--- src/hw/rtl/ltds_pkg.sv ---
`timescale 1ns / 1ps

package ltds_pkg;

   localparam int unsigned SampleWidth = 12;
   localparam int unsigned TimeWidth = 32;
   localparam int unsigned TimeoutWidth = 16;
   localparam int unsigned TacticWidth = 3;
   localparam int unsigned CsrDataWidth = 16;
   localparam int unsigned CsrIndexWidth = 2;

   typedef enum logic [2:0] {
      MOVE_STOP = 3'd0,
      MOVE_FWD = 3'd1,
      MOVE_BACK = 3'd2,
      MOVE_LEFT = 3'd3,
      MOVE_RIGHT = 3'd4,
      MOVE_SLIGHT_LEFT = 3'd5,
      MOVE_SLIGHT_RIGHT = 3'd6,
      MOVE_SLIGHT_BACK = 3'd7
   } move_type;

   typedef enum logic [1:0] {
      SEEN_NONE = 2'd0,
      SEEN_MID = 2'd1,
      SEEN_RIGHT = 2'd2,
      SEEN_LEFT = 2'd3
   } seen_type;

   localparam logic [TacticWidth-1:0] TACTIC_SPIN_LEFT = 3'd1;
   localparam logic [TacticWidth-1:0] TACTIC_SPIN_RIGHT = 3'd2;
   localparam logic [TacticWidth-1:0] TACTIC_ARC_LEFT = 3'd3;
   localparam logic [TacticWidth-1:0] TACTIC_ARC_RIGHT = 3'd4;
   localparam logic [TacticWidth-1:0] TACTIC_REVERSE = 3'd5;
   localparam logic [TacticWidth-1:0] TACTIC_FORWARD = 3'd7;

   localparam logic [CsrIndexWidth-1:0] CSR_FLOOR_THRESHOLD = 2'd0;
   localparam logic [CsrIndexWidth-1:0] CSR_OPENING_TACTIC = 2'd1;
   localparam logic [CsrIndexWidth-1:0] CSR_LONG_TIMEOUT = 2'd2;
   localparam logic [CsrIndexWidth-1:0] CSR_SHORT_TIMEOUT = 2'd3;

   localparam logic [SampleWidth-1:0] FLOOR_THRESHOLD_RESET = 12'd2048;
   localparam logic [TacticWidth-1:0] OPENING_TACTIC_RESET = 3'd0;
   localparam logic [TimeoutWidth-1:0] LONG_TIMEOUT_RESET = 16'd500;
   localparam logic [TimeoutWidth-1:0] SHORT_TIMEOUT_RESET = 16'd350;

   typedef struct packed {
      logic [SampleWidth-1:0] floor_left_sample;
      logic [SampleWidth-1:0] floor_right_sample;
      logic enemy_mid;
      logic enemy_left;
      logic enemy_right;
      logic [TimeWidth-1:0] now_ms;
   } req_item_type;

   typedef struct packed {
      logic [SampleWidth-1:0] floor_threshold;
      logic [TacticWidth-1:0] opening_tactic;
      logic [TimeoutWidth-1:0] long_timeout_ms;
      logic [TimeoutWidth-1:0] short_timeout_ms;
   } cfg_type;

   typedef struct packed {
      move_type move;
      logic opening_active;
      logic line_left;
      logic line_right;
   } rsp_item_type;

endpackage

--- src/hw/rtl/ltds_decide.sv ---
`timescale 1ns / 1ps

module ltds_decide (
   input  logic clock,
   input  logic reset,
   input  logic step,
   input  ltds_pkg::req_item_type item,
   input  ltds_pkg::cfg_type cfg,
   output ltds_pkg::rsp_item_type result
);

   logic in_opening_ff, in_opening_in;
   logic opening_started_ff, opening_started_in;
   logic [ltds_pkg::TimeWidth-1:0] opening_start_time_ff, opening_start_time_in;
   ltds_pkg::seen_type last_side_seen_ff, last_side_seen_in;
   ltds_pkg::move_type current_move_ff, current_move_in;

   logic line_left;
   logic line_right;
   logic [ltds_pkg::TimeWidth-1:0] start_base;
   logic [ltds_pkg::TimeWidth-1:0] elapsed;
   logic long_over;
   logic short_over;

   assign line_left = item.floor_left_sample <= cfg.floor_threshold;
   assign line_right = item.floor_right_sample <= cfg.floor_threshold;
   assign start_base = opening_started_ff ? opening_start_time_ff : item.now_ms;
   assign elapsed = item.now_ms - start_base;
   assign long_over = elapsed >
      {{(ltds_pkg::TimeWidth-ltds_pkg::TimeoutWidth){1'b0}}, cfg.long_timeout_ms};
   assign short_over = elapsed >
      {{(ltds_pkg::TimeWidth-ltds_pkg::TimeoutWidth){1'b0}}, cfg.short_timeout_ms};

   always_comb begin
      in_opening_in = in_opening_ff;
      opening_started_in = opening_started_ff;
      opening_start_time_in = opening_start_time_ff;
      last_side_seen_in = last_side_seen_ff;
      current_move_in = current_move_ff;
      priority if (line_left || line_right) begin
         in_opening_in = 1'b0;
         opening_started_in = 1'b0;
         opening_start_time_in = '0;
         priority if (line_left && line_right) begin
            current_move_in = ltds_pkg::MOVE_BACK;
         end else if (line_left) begin
            current_move_in = ltds_pkg::MOVE_RIGHT;
         end else begin
            current_move_in = ltds_pkg::MOVE_LEFT;
         end
      end else if (in_opening_ff) begin
         opening_started_in = 1'b1;
         opening_start_time_in = start_base;
         unique case (cfg.opening_tactic)
            ltds_pkg::TACTIC_SPIN_LEFT: begin
               current_move_in = ltds_pkg::MOVE_LEFT;
               if (item.enemy_mid || long_over) in_opening_in = 1'b0;
            end
            ltds_pkg::TACTIC_SPIN_RIGHT: begin
               current_move_in = ltds_pkg::MOVE_RIGHT;
               if (item.enemy_mid || long_over) in_opening_in = 1'b0;
            end
            ltds_pkg::TACTIC_ARC_LEFT: begin
               current_move_in = ltds_pkg::MOVE_SLIGHT_LEFT;
               if (short_over) in_opening_in = 1'b0;
            end
            ltds_pkg::TACTIC_ARC_RIGHT: begin
               current_move_in = ltds_pkg::MOVE_SLIGHT_RIGHT;
               if (short_over) in_opening_in = 1'b0;
            end
            ltds_pkg::TACTIC_REVERSE: begin
               current_move_in = ltds_pkg::MOVE_SLIGHT_BACK;
               if (short_over) in_opening_in = 1'b0;
            end
            ltds_pkg::TACTIC_FORWARD: begin
               current_move_in = ltds_pkg::MOVE_FWD;
               if (long_over) in_opening_in = 1'b0;
            end
            default: begin
               in_opening_in = 1'b0;
            end
         endcase
      end else begin
         priority if (item.enemy_mid) begin
            current_move_in = ltds_pkg::MOVE_FWD;
            last_side_seen_in = ltds_pkg::SEEN_MID;
         end else if (item.enemy_left) begin
            current_move_in = ltds_pkg::MOVE_LEFT;
            last_side_seen_in = ltds_pkg::SEEN_LEFT;
         end else if (item.enemy_right) begin
            current_move_in = ltds_pkg::MOVE_RIGHT;
            last_side_seen_in = ltds_pkg::SEEN_RIGHT;
         end else if (last_side_seen_ff == ltds_pkg::SEEN_LEFT) begin
            current_move_in = ltds_pkg::MOVE_LEFT;
         end else if (last_side_seen_ff == ltds_pkg::SEEN_RIGHT) begin
            current_move_in = ltds_pkg::MOVE_RIGHT;
         end else begin
            current_move_in = current_move_ff;
         end
      end
   end

   always_ff @(posedge clock) begin
      if (reset) begin
         in_opening_ff <= 1'b1;
         opening_started_ff <= 1'b0;
         opening_start_time_ff <= '0;
         last_side_seen_ff <= ltds_pkg::SEEN_NONE;
         current_move_ff <= ltds_pkg::MOVE_STOP;
      end else if (step) begin
         in_opening_ff <= in_opening_in;
         opening_started_ff <= opening_started_in;
         opening_start_time_ff <= opening_start_time_in;
         last_side_seen_ff <= last_side_seen_in;
         current_move_ff <= current_move_in;
      end
   end

   assign result.move = current_move_in;
   assign result.opening_active = in_opening_in;
   assign result.line_left = line_left;
   assign result.line_right = line_right;

   a_line_ends_opening: assert property (@(posedge clock) disable iff (reset)
      step && (line_left || line_right) |=> !in_opening_ff && !opening_started_ff)
      else $error("line word left the opening phase active");

   a_opening_never_returns: assert property (@(posedge clock) disable iff (reset)
      !in_opening_ff |=> !in_opening_ff)
      else $error("opening phase came back without reset");

   a_idle_timer_zero: assert property (@(posedge clock) disable iff (reset)
      !opening_started_ff |-> opening_start_time_ff == '0)
      else $error("opening start time set while timer not started");

endmodule

--- src/hw/rtl/line_and_target_drive_selector.sv ---
`timescale 1ns / 1ps

// line and target drive selector
// req channel: one control tick per word (floor samples, enemy bits, time in ms),
// valid/ready; rsp channel: one drive word per tick (move, opening flag, line
// flags), valid/ready, in tick order.
// csr port: write enable, index, 16-bit data; write only while no word is in flight.
// a word accepted into the input register is offered on rsp once it moves on to the output register.
// throughput: one word per cycle while rsp_ready is high; the decision is a single pass of compare and
// select logic between the input register and the output register.
// the input register takes a new word while a finished word waits in the
// output register; when rsp_ready stays low both registers fill and req_ready
// drops until the output word is taken.
// reset clears the pipeline, puts the block back in the opening phase with the
// timer not started, move stop, no side seen, and loads the register defaults
// (threshold 2048, tactic none, timeouts 500 and 350 ms).
module line_and_target_drive_selector (
   input  logic clock,
   input  logic reset,
   input  logic req_valid,
   output logic req_ready,
   input  logic [ltds_pkg::SampleWidth-1:0] req_floor_left_sample,
   input  logic [ltds_pkg::SampleWidth-1:0] req_floor_right_sample,
   input  logic req_enemy_mid,
   input  logic req_enemy_left,
   input  logic req_enemy_right,
   input  logic [ltds_pkg::TimeWidth-1:0] req_now_ms,
   output logic rsp_valid,
   input  logic rsp_ready,
   output logic [2:0] rsp_move,
   output logic rsp_opening_active,
   output logic rsp_line_left,
   output logic rsp_line_right,
   input  logic csr_write_enable,
   input  logic [ltds_pkg::CsrIndexWidth-1:0] csr_index,
   input  logic [ltds_pkg::CsrDataWidth-1:0] csr_write_data
);

   ltds_pkg::cfg_type cfg_ff;
   logic s1_valid_ff;
   ltds_pkg::req_item_type s1_item_ff;
   logic rsp_valid_ff;
   ltds_pkg::rsp_item_type rsp_item_ff;
   ltds_pkg::rsp_item_type result;
   logic out_free;
   logic advance;

   assign out_free = !rsp_valid_ff || rsp_ready;
   assign advance = s1_valid_ff && out_free;
   assign req_ready = !s1_valid_ff || out_free;

   always_ff @(posedge clock) begin
      if (reset) begin
         cfg_ff.floor_threshold <= ltds_pkg::FLOOR_THRESHOLD_RESET;
         cfg_ff.opening_tactic <= ltds_pkg::OPENING_TACTIC_RESET;
         cfg_ff.long_timeout_ms <= ltds_pkg::LONG_TIMEOUT_RESET;
         cfg_ff.short_timeout_ms <= ltds_pkg::SHORT_TIMEOUT_RESET;
      end else if (csr_write_enable) begin
         unique case (csr_index)
            ltds_pkg::CSR_FLOOR_THRESHOLD:
               cfg_ff.floor_threshold <= csr_write_data[ltds_pkg::SampleWidth-1:0];
            ltds_pkg::CSR_OPENING_TACTIC:
               cfg_ff.opening_tactic <= csr_write_data[ltds_pkg::TacticWidth-1:0];
            ltds_pkg::CSR_LONG_TIMEOUT:
               cfg_ff.long_timeout_ms <= csr_write_data[ltds_pkg::TimeoutWidth-1:0];
            ltds_pkg::CSR_SHORT_TIMEOUT:
               cfg_ff.short_timeout_ms <= csr_write_data[ltds_pkg::TimeoutWidth-1:0];
         endcase
      end
   end

   always_ff @(posedge clock) begin
      if (reset) begin
         s1_valid_ff <= 1'b0;
         rsp_valid_ff <= 1'b0;
      end else begin
         if (req_ready) s1_valid_ff <= req_valid;
         if (out_free) rsp_valid_ff <= s1_valid_ff;
      end
   end

   always_ff @(posedge clock) begin
      if (req_valid && req_ready) begin
         s1_item_ff.floor_left_sample <= req_floor_left_sample;
         s1_item_ff.floor_right_sample <= req_floor_right_sample;
         s1_item_ff.enemy_mid <= req_enemy_mid;
         s1_item_ff.enemy_left <= req_enemy_left;
         s1_item_ff.enemy_right <= req_enemy_right;
         s1_item_ff.now_ms <= req_now_ms;
      end
      if (advance) rsp_item_ff <= result;
   end

   ltds_decide u_decide (
      .clock(clock),
      .reset(reset),
      .step(advance),
      .item(s1_item_ff),
      .cfg(cfg_ff),
      .result(result)
   );

   assign rsp_valid = rsp_valid_ff;
   assign rsp_move = rsp_item_ff.move;
   assign rsp_opening_active = rsp_item_ff.opening_active;
   assign rsp_line_left = rsp_item_ff.line_left;
   assign rsp_line_right = rsp_item_ff.line_right;

   a_full_blocks_input: assert property (@(posedge clock) disable iff (reset)
      s1_valid_ff && rsp_valid_ff && !rsp_ready |-> !req_ready)
      else $error("input taken while both stages are full and stalled");

   a_word_reaches_output: assert property (@(posedge clock) disable iff (reset)
      advance |=> rsp_valid_ff)
      else $error("decided word did not reach the output register");

   a_output_held: assert property (@(posedge clock) disable iff (reset)
      rsp_valid_ff && !rsp_ready |=> rsp_valid_ff && $stable(rsp_item_ff))
      else $error("stalled output word changed before it was taken");

endmodule

--- config.mk ---
export PLATFORM = sky130hd
export DESIGN_NAME = line_and_target_drive_selector
export DESIGN_NICKNAME = d
export VERILOG_FILES = /design/src/hw/rtl/ltds_pkg.sv /design/src/hw/rtl/ltds_decide.sv /design/src/hw/rtl/line_and_target_drive_selector.sv
export SDC_FILE = /design/constraint.sdc
export NUM_CORES = 1
export LEC_CHECK = 0
export BUFFER_PORTS_ARGS = -buffer_cell sky130_fd_sc_hd__buf_2
export CAP_MARGIN = 40
export CELL_PAD_IN_SITES_DETAIL_PLACEMENT = 0
export CELL_PAD_IN_SITES_GLOBAL_PLACEMENT = 1
export CORE_MARGIN = 3
export CORE_UTILIZATION = 40
export DETAILED_ROUTE_END_ITERATION = 12
export PLACE_DENSITY_LB_ADDON = 0.08
export SYNTH_ARGS = -nofsm -noshare
export SYNTH_HDL_FRONTEND = slang
export SYNTH_HIERARCHICAL = 1
export SYNTH_SLANG_ARGS = --single-unit
--- constraint.sdc ---
create_clock -name clock -period 12.85 [get_ports clock]
set_input_delay 1.9275 -clock clock [delete_from_list [all_inputs] [get_ports clock]]
set_output_delay 1.9275 -clock clock [all_outputs]
set_load 0.1 [all_outputs]
==> metrics <==
status complete, no violations; post-synth top area share about a fifth; relative slew slack 44.9%; post-DP HPWL 16.2 mm; RePlAce Congestion around 0.85; share of cells above drive strength 1 13.6%; Setup-failing EPs final 0; crit path capture type flop; wire per inst 16.4 microns; Final #Nets 1215; FFs w/ async S/R, synth 0%; initial core utilization 40.8%; Num CTS Buffers 17; Pins Over Slew Limit 0; post-place setup slack 7.84 ns; Final Non-Filler Cells 1341; CP max FO 33; Worst Setup Path Type reg2reg; Worst path top cell family by delay compound AO/OA/AOI/OAI gates; Clock Sinks 153; syn nets 1149; Hold WS 0.468 ns; length of the first detailed-routing pass in iterations 5; CP Data Required Time about 13 ns; Cell variety after synth between 70 and 80; Post-synth EDFFs 65; Worst-Margin Slew about 0.82 ns; ANT cells 0; num ports 90; PostCTS Resize Cnt 0; first-pass GRT wire length between 30 and 40 mm; Final Hold Fails 0; Yosys warning total 6; worst r2r src u_decide/opening_started_ff$_SDFFE_PP0P_; Critical Path Max Stage Delay 0.62 ns; Cell Area, Placed 9890 sq um; RSZ-0062 raised after global routing false; Design Area, Final about 10000 sq um; worst-case reg-to-reg path depth 18; IO Port Bufs 89; clock latency on the worst-skew pair between 0.4 and 0.5 ns; clock slew at reported path FFs 0.06 ns; Fmax achieved 197 MHz; RR Endpoint rsp_opening_active$_DFFE_PP_; final core utilization about 46%; post-synthesis sequential element count between 150 and 200; H-tree depth 4; Post-Route Skew between 0.01 and 0.015 ns; Synth Cell Area 9270 sq um; fillers 2218; Startpoint Class flop; Worst path depth 18; Top FF cell, synth dfxtp_1; full die area 25000 sq um; largest net degree at the start of global routing 60; largest cells by area after synthesis edfxtp_1, dfxtp_1, ha_1; Setup Fix Bufs, Post-CTS 0; drt drc 0; area delta synth->final 13.1%; Placed Cells incl. Taps 1309; clk root buf clkbuf_16; TritonCTS clock tree built; vias in the first global route 6670; clk buf depth 2; worst reg2reg setup slack 7.78 ns; final setup margin 7.78 ns; core area 22700 sq um; Final min period 5.07 ns; die width 158 microns; total gr overflow 0; CP bufs+invs 1; total routed wirelength 22.0 mm; worst-path cell chain buf_4, mux2i_1, ha_1, a21oi_1, nand2_1, o22ai_2, o21ai_0, a21o_1, a21oi_1, xnor2_1, ha_1, nand4_1, nor4b_1, a211oi_1, o311ai_0, nor4_2, nand4bb_1, nor2_1; Slowest cell on crit path o311ai_0; DR vias/cell 5.27; Worst Setup EP rsp_opening_active$_DFFE_PP_; DR vias about 7100; Antenna Nets Post-Route 0; sequential-to-total area share from yosys stat 40.0%; chip height ~160 microns; total of max-cap violations 0; Tcrit/Tclk final 39.5%; Power, Total ~1.3 mW; Pwr Density 128 nW/um^2; Worst Setup SP u_decide/opening_started_ff$_SDFFE_PP0P_; Cell Rows between 50 and 60; Synth area leader edfxtp_1; leak pwr 4.24 nW; Mapped Cells 977; Min-Delay Path Class reg2reg; hold-fix buffers at CTS 0; Setup TNS Final 0 ns; initial antenna violation count 0; initial drt markers 337; syn_area_per_cell between 9 and 10 sq um; Total GRT Usage around 18%; Max IR drop VDD 74.3 uV; WP data arrival approximately 5.2 ns
==> kinds of logic after synthesis <==
group | synth area share (%)
adders and majority gates | 12.2
muxes | 8.96
xor gates and xnor gates | 2.36
buffers and inverters | 5.53
and+or+nand+nor | 15.9
DFF | 40.0
AOI/OAI and AO/OA | 15.0
==> cell usage after synthesis (3+ instances only) <==
cell type  count
ha_1          89
nand3_1       11
xor2_1        11
buf_2         14
o21bai_1       7
inv_1         67
o211ai_1       6
a21oi_1      105
nand4_1       19
nand2b_1      60
nor3b_1        3
dfxtp_1       88
o21ai_1        3
xnor2_1       14
a21o_1        10
nand2_1       43
o21a_1         6
nor3_1        36
mux2i_1       83
a31oi_1        9
buf_4          7
edfxtp_1      65
a211oi_1       5
nor2_1        89
and2_1         3
buf_6          5
o21ai_0       39
nor2b_1        9
clkbuf_1      22
==> worst register-to-register path, stage by stage, from the launching register on <==
cell and delay (ns):
dfxtp_2 0.35, buf_4 0.47, mux2i_1 0.34, ha_1 0.34, a21oi_1 0.23, nand2_1 0.10, o22ai_2 0.28, o21ai_0 0.18
a21o_1 0.20, a21oi_1 0.17, xnor2_1 0.13, ha_1 0.32, nand4_1 0.11, nor4b_1 0.49, a211oi_1 0.15, o311ai_0 0.62
nor4_2 0.12, nand4bb_1 0.15, nor2_1 0.06
==> registers in the layout (all words and copies together) (netlist names) <==
name	flops
u_decide/in_opening_ff	1
cfg_ff	47
rsp_move	3
rsp_valid	1
rsp_line_left	1
u_decide/last_side_seen_ff	2
u_decide/opening_started_ff	1
rsp_opening_active	1
s1_item_ff	59
s1_valid_ff	1
u_decide/current_move_ff	3
u_decide/opening_start_time_ff	32
rsp_line_right	1
==> power breakdown <==
part	total, mW	internal, mW	switching (mW)
combinational	0.294	0.114	0.181
sequential	0.542	0.530	0.0123
clock	0.510	0.291	0.219
==> worst min path at each step <==
stage	start	endpoint	slack [ns]	depth (start not counted)
2_1_floorplan	u_decide/opening_start_time_ff[0]$_SDFFE_PP0P_	u_decide/opening_start_time_ff[0]$_SDFFE_PP0P_	0.43	2
4_1_cts	u_decide/opening_start_time_ff[0]$_SDFFE_PP0P_	u_decide/opening_start_time_ff[0]$_SDFFE_PP0P_	0.47	2
3_5_place_dp	u_decide/opening_start_time_ff[0]$_SDFFE_PP0P_	u_decide/opening_start_time_ff[0]$_SDFFE_PP0P_	0.46	2
3_3_place_gp	s1_valid_ff$_SDFFE_PP0P_	rsp_valid$_SDFFE_PP0P_	0.45	2
5_1_grt	u_decide/opening_start_time_ff[0]$_SDFFE_PP0P_	u_decide/opening_start_time_ff[0]$_SDFFE_PP0P_	0.48	2
6_report	u_decide/opening_start_time_ff[0]$_SDFFE_PP0P_	u_decide/opening_start_time_ff[0]$_SDFFE_PP0P_	0.47	2
==> layout make-up <==
cell class                 count  area, sq um  share of cell area (%)
clock buffer                  18          429                    4.09
tap                          285          357                    3.40
timing repair buffer          95          513                    4.89
multi-input combinational    709         5050                    48.2
clock inverter                14          164                    1.56
inverter                      67          251                    2.40
sequential                   153         3710                    35.4
==> layout by cell type (no fill, tap or decap), types with 14 or more instances in the layout <==
cell / instances
a21oi_1: 105
nor2_1: 89
ha_1: 89
buf_2: 88
dfxtp_1: 87
mux2i_1: 83
inv_1: 67
edfxtp_1: 65
nand2b_1: 60
nand2_1: 43
o21ai_0: 39
nor3_1: 36
nand4_1: 19
clkbuf_16: 17
xnor2_1: 14
==> layer usage <==
layer	GRT usage [%]	up-vias	routed length, microns
li1	-	3631	-
met4	3.97	0	210
met5	0	-	0
met3	3.18	15	706
met1	25.6	3315	11200
met2	28.2	112	9880
No activity file was read; power rests on OpenSTA's default activity.
